--- src/hdl/tsch_pkg.sv ---
// shared constants, codes and types of the task scheduler table
`default_nettype none

package tsch_pkg;

	localparam int TASK_SLOTS = 16;
	localparam int TICK_MS    = 10;

	localparam int SLOT_W    = (TASK_SLOTS > 1) ? $clog2(TASK_SLOTS) : 1;
	localparam int IDX_CNT_W = $clog2(TASK_SLOTS + 1);
	localparam int CODE_W    = 32;
	localparam int MS_W      = 24;
	localparam int TICKS_W   = 21;
	localparam int RUNS_W    = 8;
	localparam int MAX_OUT   = 16;
	localparam int CNT_W     = $clog2(MAX_OUT + 1);
	localparam int DIV_LANES = 2;

	localparam logic [TICKS_W-1:0] TIME_MAX = {TICKS_W{1'b1}};
	localparam logic [RUNS_W-1:0]  RUNS_MAX = {RUNS_W{1'b1}};

	localparam logic [1:0] CMD_ADD  = 2'd0;
	localparam logic [1:0] CMD_DEL  = 2'd1;
	localparam logic [1:0] CMD_TICK = 2'd2;
	localparam logic [1:0] CMD_DISP = 2'd3;

	localparam logic [1:0] STAT_DONE  = 2'd0;
	localparam logic [1:0] STAT_EMPTY = 2'd1;
	localparam logic [1:0] STAT_FULL  = 2'd2;
	localparam logic [1:0] STAT_NONE  = 2'd3;

	typedef struct packed {
		logic [CODE_W-1:0]  code;
		logic [TICKS_W-1:0] delay;
		logic [TICKS_W-1:0] period;
		logic [RUNS_W-1:0]  runs;
	} tsch_entry_t;

	typedef struct packed {
		logic              we;
		logic [SLOT_W-1:0] waddr;
		tsch_entry_t       wdata;
		logic              re;
		logic [SLOT_W-1:0] raddr;
	} tsch_mem_req_t;

endpackage

`default_nettype wire

--- src/hdl/cooperative_task_scheduler_table.sv ---
// top level of the cooperative time-triggered task scheduler table
// commands come in on the in_* channel (valid/ready), one word per command:
//   add stores task_code, delay_ms/TICK_MS and period_ms/TICK_MS in the lowest
//   free slot; delete frees a slot; tick advances every used slot by one tick;
//   dispatch returns every slot with pending runs, one result word each.
// results leave on the out_* channel (valid/ready) from an output register;
// last marks the final result word of a command.
// one command is in work at a time; in_ready is high whenever the sequencer is
// idle, even while the previous result still sits in the output register.
// add does its divide as one reciprocal multiply into a register; tick walks
// the memory one slot per cycle; dispatch walks it the same way but pauses
// while the output stalls.
// slot state lives in a memory with a registered read port; reads run one slot
// ahead of the write-back, so read and write never hit the same entry.
// reset clears the slot-used flags and the control state, not the memory;
// contents of free slots are never looked at, so no clearing pass is needed.
// a stalled receiver holds the output register; dispatch then pauses its walk.
`default_nettype none

module cooperative_task_scheduler_table import tsch_pkg::*; (
	input  logic                clk,
	input  logic                arst_n,
	input  logic                in_valid,
	output logic                in_ready,
	input  logic [1:0]          cmd,
	input  logic [3:0]          slot,
	input  logic [CODE_W-1:0]   task_code,
	input  logic [MS_W-1:0]     delay_ms,
	input  logic [MS_W-1:0]     period_ms,
	output logic                out_valid,
	input  logic                out_ready,
	output logic [3:0]          slot_res,
	output logic [CODE_W-1:0]   task_code_res,
	output logic [1:0]          status,
	output logic                last
);

	// sequencer states
	localparam logic [1:0] S_IDLE = 2'd0;
	localparam logic [1:0] S_DIV  = 2'd1;
	localparam logic [1:0] S_WALK = 2'd2;
	localparam logic [1:0] S_FIN  = 2'd3;

	logic [1:0]            state_q;
	logic [1:0]            cmd_q;
	logic [3:0]            slot_q;
	logic [CODE_W-1:0]     code_q;
	logic [SLOT_W-1:0]     free_idx_q;
	logic                  full_q;
	logic [1:0]            del_st_q;
	logic [TASK_SLOTS-1:0] used_q;

	// walk pipeline: read issue counter and the slot whose data is on the read port
	logic [IDX_CNT_W-1:0]  rd_idx_q;
	logic                  ev_v_s1;
	logic [SLOT_W-1:0]     ev_idx_s1;

	// dispatch: result count and one held result, so the final word can carry last
	logic [CNT_W-1:0]      cnt_q;
	logic                  hold_v_q;
	logic [SLOT_W-1:0]     hold_slot_q;
	logic [CODE_W-1:0]     hold_code_q;

	logic                  out_valid_q;
	logic [3:0]            slot_res_q;
	logic [CODE_W-1:0]     code_res_q;
	logic [1:0]            status_q;
	logic                  last_q;

	tsch_mem_req_t                     mem_req;
	tsch_entry_t                       ev;
	logic                              div_start;
	logic                              div_done;
	logic [DIV_LANES-1:0][MS_W-1:0]    div_ms;
	logic [DIV_LANES-1:0][TICKS_W-1:0] div_ticks;

	logic                  accept;
	logic                  out_free;
	logic [SLOT_W-1:0]     free_idx;
	logic                  table_full;
	logic                  del_in_range;
	logic [SLOT_W-1:0]     del_idx;
	logic                  ev_used;
	logic                  disp_emit;
	logic                  ev_ok;
	logic                  adv;
	logic                  more;
	logic                  push;
	logic [3:0]            push_slot;
	logic [CODE_W-1:0]     push_code;
	logic [1:0]            push_status;
	logic                  push_last;
	tsch_entry_t           tick_entry;
	tsch_entry_t           disp_entry;

	assign in_ready = (state_q == S_IDLE);
	assign accept   = in_valid && in_ready;
	assign out_free = !out_valid_q || out_ready;

	// lowest free slot
	always_comb begin
		free_idx = '0;
		for (int i = TASK_SLOTS - 1; i >= 0; i--) begin
			if (!used_q[i])
				free_idx = SLOT_W'(i);
		end
	end
	assign table_full   = &used_q;
	assign del_in_range = (32'(slot) < 32'(TASK_SLOTS));
	assign del_idx      = SLOT_W'(slot);

	// per-slot update on the data coming back from memory
	assign ev_used = used_q[ev_idx_s1];
	assign more    = (rd_idx_q < IDX_CNT_W'(TASK_SLOTS));

	always_comb begin
		tick_entry = ev;
		if (ev.delay == '0) begin
			if (ev.runs != RUNS_MAX)
				tick_entry.runs = ev.runs + RUNS_W'(1);
			if (ev.period != '0)
				tick_entry.delay = ev.period;
		end else begin
			tick_entry.delay = ev.delay - TICKS_W'(1);
		end
	end

	always_comb begin
		disp_entry      = ev;
		disp_entry.runs = ev.runs - RUNS_W'(1);
	end

	assign disp_emit = (state_q == S_WALK) && (cmd_q == CMD_DISP) && ev_v_s1 && ev_used
		&& (ev.runs != '0) && (cnt_q < CNT_W'(MAX_OUT));
	// a new dispatch hit pushes the held one out, which needs room at the output
	assign ev_ok = !disp_emit || !hold_v_q || out_free;
	assign adv   = !ev_v_s1 || ev_ok;

	// memory requests
	always_comb begin
		mem_req       = '0;
		mem_req.raddr = rd_idx_q[SLOT_W-1:0];
		mem_req.re    = (state_q == S_WALK) && adv && more;
		mem_req.waddr = ev_idx_s1;
		mem_req.wdata = (cmd_q == CMD_TICK) ? tick_entry : disp_entry;
		if (state_q == S_WALK) begin
			mem_req.we = ev_v_s1 && ev_ok
				&& (((cmd_q == CMD_TICK) && ev_used) || disp_emit);
		end else if (state_q == S_DIV) begin
			mem_req.we           = div_done;
			mem_req.waddr        = free_idx_q;
			mem_req.wdata.code   = code_q;
			mem_req.wdata.delay  = div_ticks[0];
			mem_req.wdata.period = div_ticks[1];
			mem_req.wdata.runs   = '0;
		end
	end

	tsch_mem u_mem (
		.clk   (clk),
		.req   (mem_req),
		.rdata (ev)
	);

	assign div_start = accept && (cmd == CMD_ADD) && !table_full;
	assign div_ms[0] = delay_ms;
	assign div_ms[1] = period_ms;

	tsch_div u_div (
		.clk    (clk),
		.arst_n (arst_n),
		.start  (div_start),
		.ms     (div_ms),
		.done   (div_done),
		.ticks  (div_ticks)
	);

	// result word into the output register
	always_comb begin
		push        = 1'b0;
		push_slot   = '0;
		push_code   = '0;
		push_status = STAT_DONE;
		push_last   = 1'b1;
		if (state_q == S_WALK) begin
			// held dispatch word goes out, not the last one
			push      = disp_emit && hold_v_q && out_free;
			push_slot = 4'(hold_slot_q);
			push_code = hold_code_q;
			push_last = 1'b0;
		end else if (state_q == S_FIN) begin
			push = out_free;
			case (cmd_q)
				CMD_ADD: begin
					push_slot   = full_q ? 4'd0 : 4'(free_idx_q);
					push_status = full_q ? STAT_FULL : STAT_DONE;
				end
				CMD_DEL: begin
					push_slot   = slot_q;
					push_status = del_st_q;
				end
				CMD_TICK: begin
					push_status = STAT_DONE;
				end
				CMD_DISP: begin
					if (hold_v_q) begin
						push_slot = 4'(hold_slot_q);
						push_code = hold_code_q;
					end else begin
						push_status = STAT_NONE;
					end
				end
				default: begin
					push_status = STAT_DONE;
				end
			endcase
		end
	end

	// control
	always_ff @(posedge clk or negedge arst_n) begin
		if (!arst_n) begin
			state_q     <= S_IDLE;
			used_q      <= '0;
			ev_v_s1     <= 1'b0;
			hold_v_q    <= 1'b0;
			cnt_q       <= '0;
			rd_idx_q    <= '0;
			out_valid_q <= 1'b0;
		end else begin
			if (push)
				out_valid_q <= 1'b1;
			else if (out_ready)
				out_valid_q <= 1'b0;

			case (state_q)
				S_IDLE: begin
					if (accept) begin
						case (cmd)
							CMD_ADD: begin
								state_q <= table_full ? S_FIN : S_DIV;
							end
							CMD_DEL: begin
								if (del_in_range)
									used_q[del_idx] <= 1'b0;
								state_q <= S_FIN;
							end
							default: begin
								// tick and dispatch walk every slot
								state_q  <= S_WALK;
								rd_idx_q <= '0;
								ev_v_s1  <= 1'b0;
								cnt_q    <= '0;
								hold_v_q <= 1'b0;
							end
						endcase
					end
				end
				S_DIV: begin
					if (div_done) begin
						used_q[free_idx_q] <= 1'b1;
						state_q            <= S_FIN;
					end
				end
				S_WALK: begin
					if (disp_emit && ev_ok) begin
						hold_v_q <= 1'b1;
						cnt_q    <= cnt_q + CNT_W'(1);
						// one-shot task leaves the table once it has run
						if (ev.period == '0)
							used_q[ev_idx_s1] <= 1'b0;
					end
					if (adv) begin
						if (more) begin
							rd_idx_q <= rd_idx_q + IDX_CNT_W'(1);
							ev_v_s1  <= 1'b1;
						end else begin
							ev_v_s1 <= 1'b0;
							state_q <= S_FIN;
						end
					end
				end
				S_FIN: begin
					if (out_free)
						state_q <= S_IDLE;
				end
				default: begin
					state_q <= S_IDLE;
				end
			endcase
		end
	end

	// payload registers
	always_ff @(posedge clk) begin
		if (accept) begin
			cmd_q      <= cmd;
			slot_q     <= slot;
			code_q     <= task_code;
			free_idx_q <= free_idx;
			full_q     <= table_full;
			del_st_q   <= (del_in_range && used_q[del_idx]) ? STAT_DONE : STAT_EMPTY;
		end
		if ((state_q == S_WALK) && adv && more)
			ev_idx_s1 <= rd_idx_q[SLOT_W-1:0];
		if (disp_emit && ev_ok) begin
			hold_slot_q <= ev_idx_s1;
			hold_code_q <= ev.code;
		end
		if (push) begin
			slot_res_q <= push_slot;
			code_res_q <= push_code;
			status_q   <= push_status;
			last_q     <= push_last;
		end
	end

	assign out_valid     = out_valid_q;
	assign slot_res      = slot_res_q;
	assign task_code_res = code_res_q;
	assign status        = status_q;
	assign last          = last_q;

	// read-ahead never touches the entry being written back
	a_no_same_entry: assert property (@(posedge clk) disable iff (!arst_n)
		(mem_req.we && mem_req.re) |-> (mem_req.waddr != mem_req.raddr))
		else $error("memory read and write hit the same slot");

	// an add only ever fills a slot that was free
	a_add_free_slot: assert property (@(posedge clk) disable iff (!arst_n)
		((state_q == S_DIV) && div_done) |-> !used_q[free_idx_q])
		else $error("add overwrote a used slot");

	// divider finishes only while the sequencer waits for it
	a_div_done_state: assert property (@(posedge clk) disable iff (!arst_n)
		div_done |-> (state_q == S_DIV))
		else $error("divider done outside of add");

	// dispatch result count stays within its bound
	a_cnt_bound: assert property (@(posedge clk) disable iff (!arst_n)
		cnt_q <= CNT_W'(MAX_OUT))
		else $error("dispatch emitted too many words");

	// nothing left in flight on the read port once idle
	a_idle_clean: assert property (@(posedge clk) disable iff (!arst_n)
		(state_q == S_IDLE) |-> !ev_v_s1)
		else $error("walk data pending while idle");

endmodule

`default_nettype wire

--- src/hdl/tsch_div.sv ---
// two-lane divider by the tick length, reciprocal multiply into a result register
`default_nettype none

module tsch_div import tsch_pkg::*; (
	input  logic                               clk,
	input  logic                               arst_n,
	input  logic                               start,
	input  logic [DIV_LANES-1:0][MS_W-1:0]     ms,
	output logic                               done,
	output logic [DIV_LANES-1:0][TICKS_W-1:0]  ticks
);

	// quotient = (ms * RECIP) >> SHIFT, exact for every MS_W-bit input
	localparam int SHIFT   = MS_W + $clog2(TICK_MS);
	localparam int RECIP_W = MS_W + 1;
	localparam int PROD_W  = MS_W + RECIP_W;
	localparam logic [RECIP_W-1:0] RECIP =
		RECIP_W'(((longint'(1) << SHIFT) + longint'(TICK_MS) - 1) / longint'(TICK_MS));

	logic [DIV_LANES-1:0][TICKS_W-1:0] ticks_d;
	logic [DIV_LANES-1:0][TICKS_W-1:0] ticks_q;
	logic                              done_q;

	always_comb begin
		logic [PROD_W-1:0] prod;
		logic [MS_W-1:0]   quo;
		prod = '0;
		quo  = '0;
		for (int l = 0; l < DIV_LANES; l++) begin
			prod = PROD_W'(ms[l]) * PROD_W'(RECIP);
			quo  = MS_W'(prod >> SHIFT);
			if (quo > MS_W'(TIME_MAX))
				ticks_d[l] = TIME_MAX;
			else
				ticks_d[l] = quo[TICKS_W-1:0];
		end
	end

	always_ff @(posedge clk or negedge arst_n) begin
		if (!arst_n)
			done_q <= 1'b0;
		else
			done_q <= start;
	end

	always_ff @(posedge clk) begin
		if (start)
			ticks_q <= ticks_d;
	end

	assign done  = done_q;
	assign ticks = ticks_q;

endmodule

`default_nettype wire

--- src/hdl/tsch_mem.sv ---
// slot memory: one write port, one registered read port
`default_nettype none

module tsch_mem import tsch_pkg::*; (
	input  logic          clk,
	input  tsch_mem_req_t req,
	output tsch_entry_t   rdata
);

	tsch_entry_t mem_q [TASK_SLOTS];
	tsch_entry_t rdata_q;

	always_ff @(posedge clk) begin
		if (req.we)
			mem_q[req.waddr] <= req.wdata;
		if (req.re)
			rdata_q <= mem_q[req.raddr];
	end

	assign rdata = rdata_q;

endmodule

`default_nettype wire

--- config.mk ---
export PLATFORM = sky130hd
export DESIGN_NAME = cooperative_task_scheduler_table
export DESIGN_NICKNAME = d
export VERILOG_FILES = /design/src/hdl/tsch_pkg.sv /design/src/hdl/cooperative_task_scheduler_table.sv /design/src/hdl/tsch_div.sv /design/src/hdl/tsch_mem.sv
export SDC_FILE = /design/constraint.sdc
export NUM_CORES = 2
export LEC_CHECK = 0
export BUFFER_PORTS_ARGS = -buffer_cell sky130_fd_sc_hd__buf_2
export CAP_MARGIN = 10
export CORE_MARGIN = 8
export CORE_UTILIZATION = 40
export CTS_CLUSTER_DIAMETER = 30
export DETAILED_ROUTE_END_ITERATION = 16
export PLACE_DENSITY = 0.54
export SLEW_MARGIN = 20
export SYNTH_ARGS = -nofsm -noshare
export SYNTH_HDL_FRONTEND = slang
export SYNTH_SLANG_ARGS = --single-unit
--- constraint.sdc ---
create_clock -name clk -period 9.1 [get_ports clk]
set_input_delay 1.82 -clock clk [delete_from_list [all_inputs] [get_ports clk]]
set_output_delay 1.82 -clock clk [all_outputs]
set_load 0.01 [all_outputs]
# Word-level counts from Yosys, hierarchy flattened
# Memory sizes are Yosys's and may differ from the RTL's. A register that Yosys moved wholly into a read port is not among the register bits.
# Cells that the tools add are included.
dict set report op_classes {
  n_addsub 5
  n_lt_le_gt_ge 10
  n_reduce_logical 50
  bitwise_logic 6
  multipliers 2
  muxes 81
  eq_ne 18
}
# cell count
set ops {}
lappend ops {{two-way mux 32 bit} 4}
lappend ops {{multiplier 24 x 24 -> 48 bit, second input constant} 2}
lappend ops {{two-way mux 87 bit} 1}
lappend ops {{two-way mux 86 bit} 1}
lappend ops {{two-way mux 16 bit} 5}
lappend ops {{two-way mux 50 bit} 1}
lappend ops {{two-way mux 4 bit} 12}
lappend ops {{case mux 16 bit (3 select lines)} 1}
lappend ops {{greater-than comparator 21 bit, second input constant} 2}
lappend ops {{zero test 21 bit} 2}
lappend ops {{two-way mux 21 bit} 2}
lappend ops {{bitwise AND 16 bit} 2}
lappend ops {{inverter 16 bit} 2}
lappend ops {{two-way mux 5 bit} 5}
lappend ops {{nonzero test 21 bit} 1}
lappend ops {{subtractor 21 x 1 -> 21 bit, second input constant} 1}
lappend ops {{two-way mux 1 bit} 20}
lappend ops {{two-way mux 2 bit} 10}
lappend ops {{case mux 5 bit (2 select lines)} 2}
lappend ops {{logical AND 1 bit} 19}
lappend ops {{two-way mux 8 bit} 2}
lappend ops {{OR 16 bit} 1}
lappend ops {{case mux 2 bit (4 select lines)} 2}
lappend ops {{AND reduction 16 bit} 1}
lappend ops {{other kinds (30)} 71}
dict set report totals {
  regBits 198
  ramBits 1312
  in_bits 90
  n_memories 1
}
# name words word_bits read_ports rd_clocked_by_memory_dff wr line_no
set memory_table {}
lappend memory_table {u_mem.mem_q 16 82 1 1 1 tsch_mem.sv:10} ;# tsch_entry_t mem_q [TASK_SLOTS];

# Logic depth before layout (Yosys ltp)
dict set report depth {
  depth_word 15
  mapped_depth 25
}

# Hierarchy
# From an unflattened synthesis, not the netlist that was laid out.
dict set report hier_totals {
  cells_unflattened 5116
  hier_area_um2 81784.7
}
# mod n_inst cells_each area_per_inst_um2
set by_module_without_submodules {}
lappend by_module_without_submodules {tsch_mem 1 2103 51503.1}
lappend by_module_without_submodules {tsch_div 1 2130 21758.4}
lappend by_module_without_submodules {cooperative_task_scheduler_table 1 883 8523.2}

# Worst setup path after synthesis
# No wires, ideal clock.
dict set report synth_timing {
  path_type {input to register}
  start {input port period_ms[14]}
  end {register u_div.ticks_q (netlist bit u_div.ticks[40]), data pin}
  path_slack_ps 1331
  arrival_time_ps 7507
  cell_stages 22
  path_buffers 0
  cell_sequence {ha_1 > fa_1 > inv_1 > fa_1 > fa_1 > inv_1 > fa_1 > fa_1 > inv_1 > fa_1 > inv_1 > ha_1 > nand2_1 > o21ai_0 > o21ai_0 > a211oi_1 > o21ai_0 > a2111oi_0 > o21ai_0 > a21oi_1 > nor3_1 > nand3b_1}
}
dict set report synth_between {
  elab_chain_len 2
}
# item line_no
set synth_lines {}
lappend synth_lines {{start: declaration} cooperative_task_scheduler_table.sv:29} ;# input logic [MS_W-1:0] period_ms,
lappend synth_lines {{multiplier 24 x 24 -> 48 bit *} tsch_div.sv:30} ;# prod = PROD_W'(ms[l]) * PROD_W'(RECIP);
lappend synth_lines {{greater-than comparator 21 bit} tsch_div.sv:32} ;# if (quo > MS_W'(TIME_MAX))
lappend synth_lines {{end signal: assignment} tsch_div.sv:48} ;# ticks_q <= ticks_d;
lappend synth_lines {{end: declaration} tsch_div.sv:21} ;# logic [DIV_LANES-1:0][TICKS_W-1:0] ticks_q;
# Mark *: on every way between the ends. The rest lies on a longest branch, timed or not.
# A chain may end at the register's enable or synchronous reset.

# Final worst setup path
dict set report layout_timing {
  start {input port period_ms[11]}
  end {register u_div.ticks_q (netlist bit u_div.ticks[40]), data pin}
}
# Same word-level chain as after synthesis.

==> flow_summary.json <==
{
  "worstPathRequired_ps": 9710,
  "cpPeakStageDelay_ps": 540,
  "yosysSeqAreaShare_pct": 58.5,
  "p_leak_nw": 35.8,
  "yosys_most_used_dff": "edfxtp_1",
  "swShare_pct": 36.5,
  "die_y_um": 467,
  "avgSynthCellArea_um2": 16.5,
  "power_density_nw_per_um2": 399,
  "clk_latency_ps": 910,
  "power_mw": 38.2,
  "tns_ps": 0,
  "peakVddDrop_uv": 381,
  "nets": 6331,
  "synth_top_cell_by_area": "edfxtp_1",
  "vias": 43094,
  "maxCapViolCount": 0,
  "core_area_um2": 202000,
  "clock-sinks": 1591,
  "grt_pass1_wl_mm": 308,
  "synth_area_leaders": "edfxtp_1 (58%), mux4_2 (12%), fa_1 (10%)",
  "numCtsBuffers": 304,
  "drcViolationCount": 0,
  "grt_pass1_vias": 46809,
  "cellInternalPower_mw": 24.3,
  "startpoint_type": "primary input",
  "fmax_mhz": 126,
  "relSlewSlack_pct": 27.6,
  "dp_hpwl_mm": 124,
  "clock_path_buffers": 4,
  "portBuffers": 130,
  "endpoint_kind": "flip-flop",
  "clk_pin_slew_ps": 50,
  "die_w_um": 467,
  "p_clk_share_pct": 28.7,
  "worst_pin_slew_ps": 1090,
  "syn_nets": 5965,
  "synthToLayoutAreaGrowth_pct": 17.8,
  "die-area_um2": 218000,
  "wl_per_cell_um": 24.9,
  "holdWs_ps": 451,
  "async_flop_share_pct": 2.01,
  "start_util_pct": 40.3,
  "hp-class": "reg -> reg",
  "drv_slew": 0,
  "arrival_ps": 8530,
  "synth-seq-cells": 1591,
  "synth_area_um2": 81400,
  "setup_viol": 0,
  "yosysTopAreaCellShare_pct": 57.5,
  "final_layout_size_suffix_gt1_share_pct": 20.9,
  "overflow": 0,
  "fin_crit_ps": 7920,
  "postCtsSetupBuffers": 0,
  "p_comb_share_pct": 43.6,
  "cts_tree": "done",
  "place_inst": 7648,
  "final_hold_viol_count": 0,
  "synth-edff-count": 1559,
  "outcome": "finished, final reports clean",
  "num_io_pins": 131,
  "viasPerCell": 5.27,
  "synth_commonest_cells": "edfxtp_1 (1559), inv_1 (682), ha_1 (538)",
  "postCtsHoldBufs": 0,
  "yosysMostFrequentCell": "edfxtp_1",
  "gp_congestion": 0.833,
  "path_max_fanout": 7,
  "critPathKind": "in -> reg",
  "rows": 165,
  "first_pass_iters": 5,
  "finalClockSkew_ps": 79.5,
  "fin_cells": 8182,
  "rsz0062_at_grt": "no",
  "netlist_instances": 4918,
  "antenna_found_initial": 2,
  "p_switching_mw": 13.9,
  "whs_path_depth": 0,
  "ys_types": 63,
  "antenna_left": 0,
  "h-tree-depth": 5,
  "r2r_cells": 7,
  "root_buffer": "clkbuf_16",
  "routed_wirelength_mm": 204,
  "pwr-share-seq_pct": 27.7,
  "crit_slowest_cell": "fa_1",
  "drt_iter0_markers": 3055,
  "grt_usage_pct": 18.8,
  "cts_resized": 0,
  "yosys_warnings": 0,
  "crit_top_cell": "fa_1",
  "grt_max_degree": 142,
  "post-route-period-util_pct": 87.0
}
[layout make-up]
type	count	area, µm²
diodes	2	5.00
clock buffers	346	7970
well taps	2672	3340
inverters	682	2560
repair buffers	206	1390
clock inverters	184	2060
multi-input cells	2499	30900
flip-flops and latches	1591	47600
fillers	17168	106000
[sequential cells by signal (all words and copies together) (netlist names), 2 cells and up]
name	flops
state_q	2
u_mem.mem_q	1312
hold_code_q	32
slot_q	4
ev_idx_s1	4
u_mem.rdata	82
slot_res	4
code_q	32
cmd_q	2
rd_idx_q	5
hold_slot_q	4
free_idx_q	4
u_div.ticks	42
cnt_q	5
task_code_res	32
status	2
used_q	16
[per-layer routing]
layer	wire length, µm	share of wire, %	up-vias	GRT usage, %
met5	0	0	-	0
met4	3660	1.8	0	4.41
met3	9410	4.6	250	3.08
met2	102000	50	1110	31.7
met1	89000	44	22685	25.6
li1	-	-	19049	-
[power by group through the flow]
stage          clock, mW  sequential (mW)  combinational [mW]
2_1_floorplan          0             10.5                12.0
3_3_place_gp           0             10.7                16.7
3_5_place_dp           0             10.7                16.7
4_1_cts             11.2             10.6                16.9
5_1_grt             11.5             10.6                19.1
6_report            11.0             10.6                16.7
[placed cells by master, fill, tap and decap left out, drive strengths merged, types with 92 or more instances in the layout]
cell	instances
a21oi	138
buf	205
clkbuf	347
clkinv	92
edfxtp	1559
fa	419
ha	538
inv	713
mux4	420
nand2	311
nor2	123
[stage by stage]
| stage | setup slack [ps] | util, % | cell area [µm²] |
|---|---|---|---|
| final | 1180 | 47.4 | 95900 |
| after global routing | 772 | 47.4 | 95900 |
| after CTS | 1210 | 47.4 | 95800 |
| after detailed placement | 288 | 42.4 | 85800 |
| after global placement | 365 | 42.4 | 85700 |
| after floorplan | 1330 | - | 81400 |
[logic make-up (layout without fill, tap and decap cells)]
group,after synthesis,count (layout),share of synthesized area [%]
AO/OA/AOI/OAI,380,380,2.80
flip-flops,1591,1591,58.5
AND/OR/NAND/NOR,645,645,3.61
other,0,2,0
buffers and inverters,828,1418,3.83
multiplexers,427,427,11.7
adder cells (fa/ha/maj),957,957,18.6
XOR/XNOR,90,90,0.969
[worst max-delay path, delay by kind of cell]
kind | cells | cell delay [ps]
buf+inv | 7 | 760
simple gates | 3 | 310
compound gates | 7 | 1900
fa+ha+maj | 8 | 3710
[final timing paths]
kind | startpoint | endpoint | slack, ps
worst max-delay path | period_ms[11] | u_div.ticks[40] | 1180
worst min-delay path | u_mem.rdata[58] | hold_code_q[8] | 450
worst max register to register | state_q[1] | u_mem.mem_q[1][48] | 4120
worst min register to register | u_mem.rdata[58] | hold_code_q[8] | 450
max in group asynchronous | arst_n | rd_idx_q[3] | 7490
min in group asynchronous | arst_n | cnt_q[4] | 1010
Power figures use the tool's default switching activity.
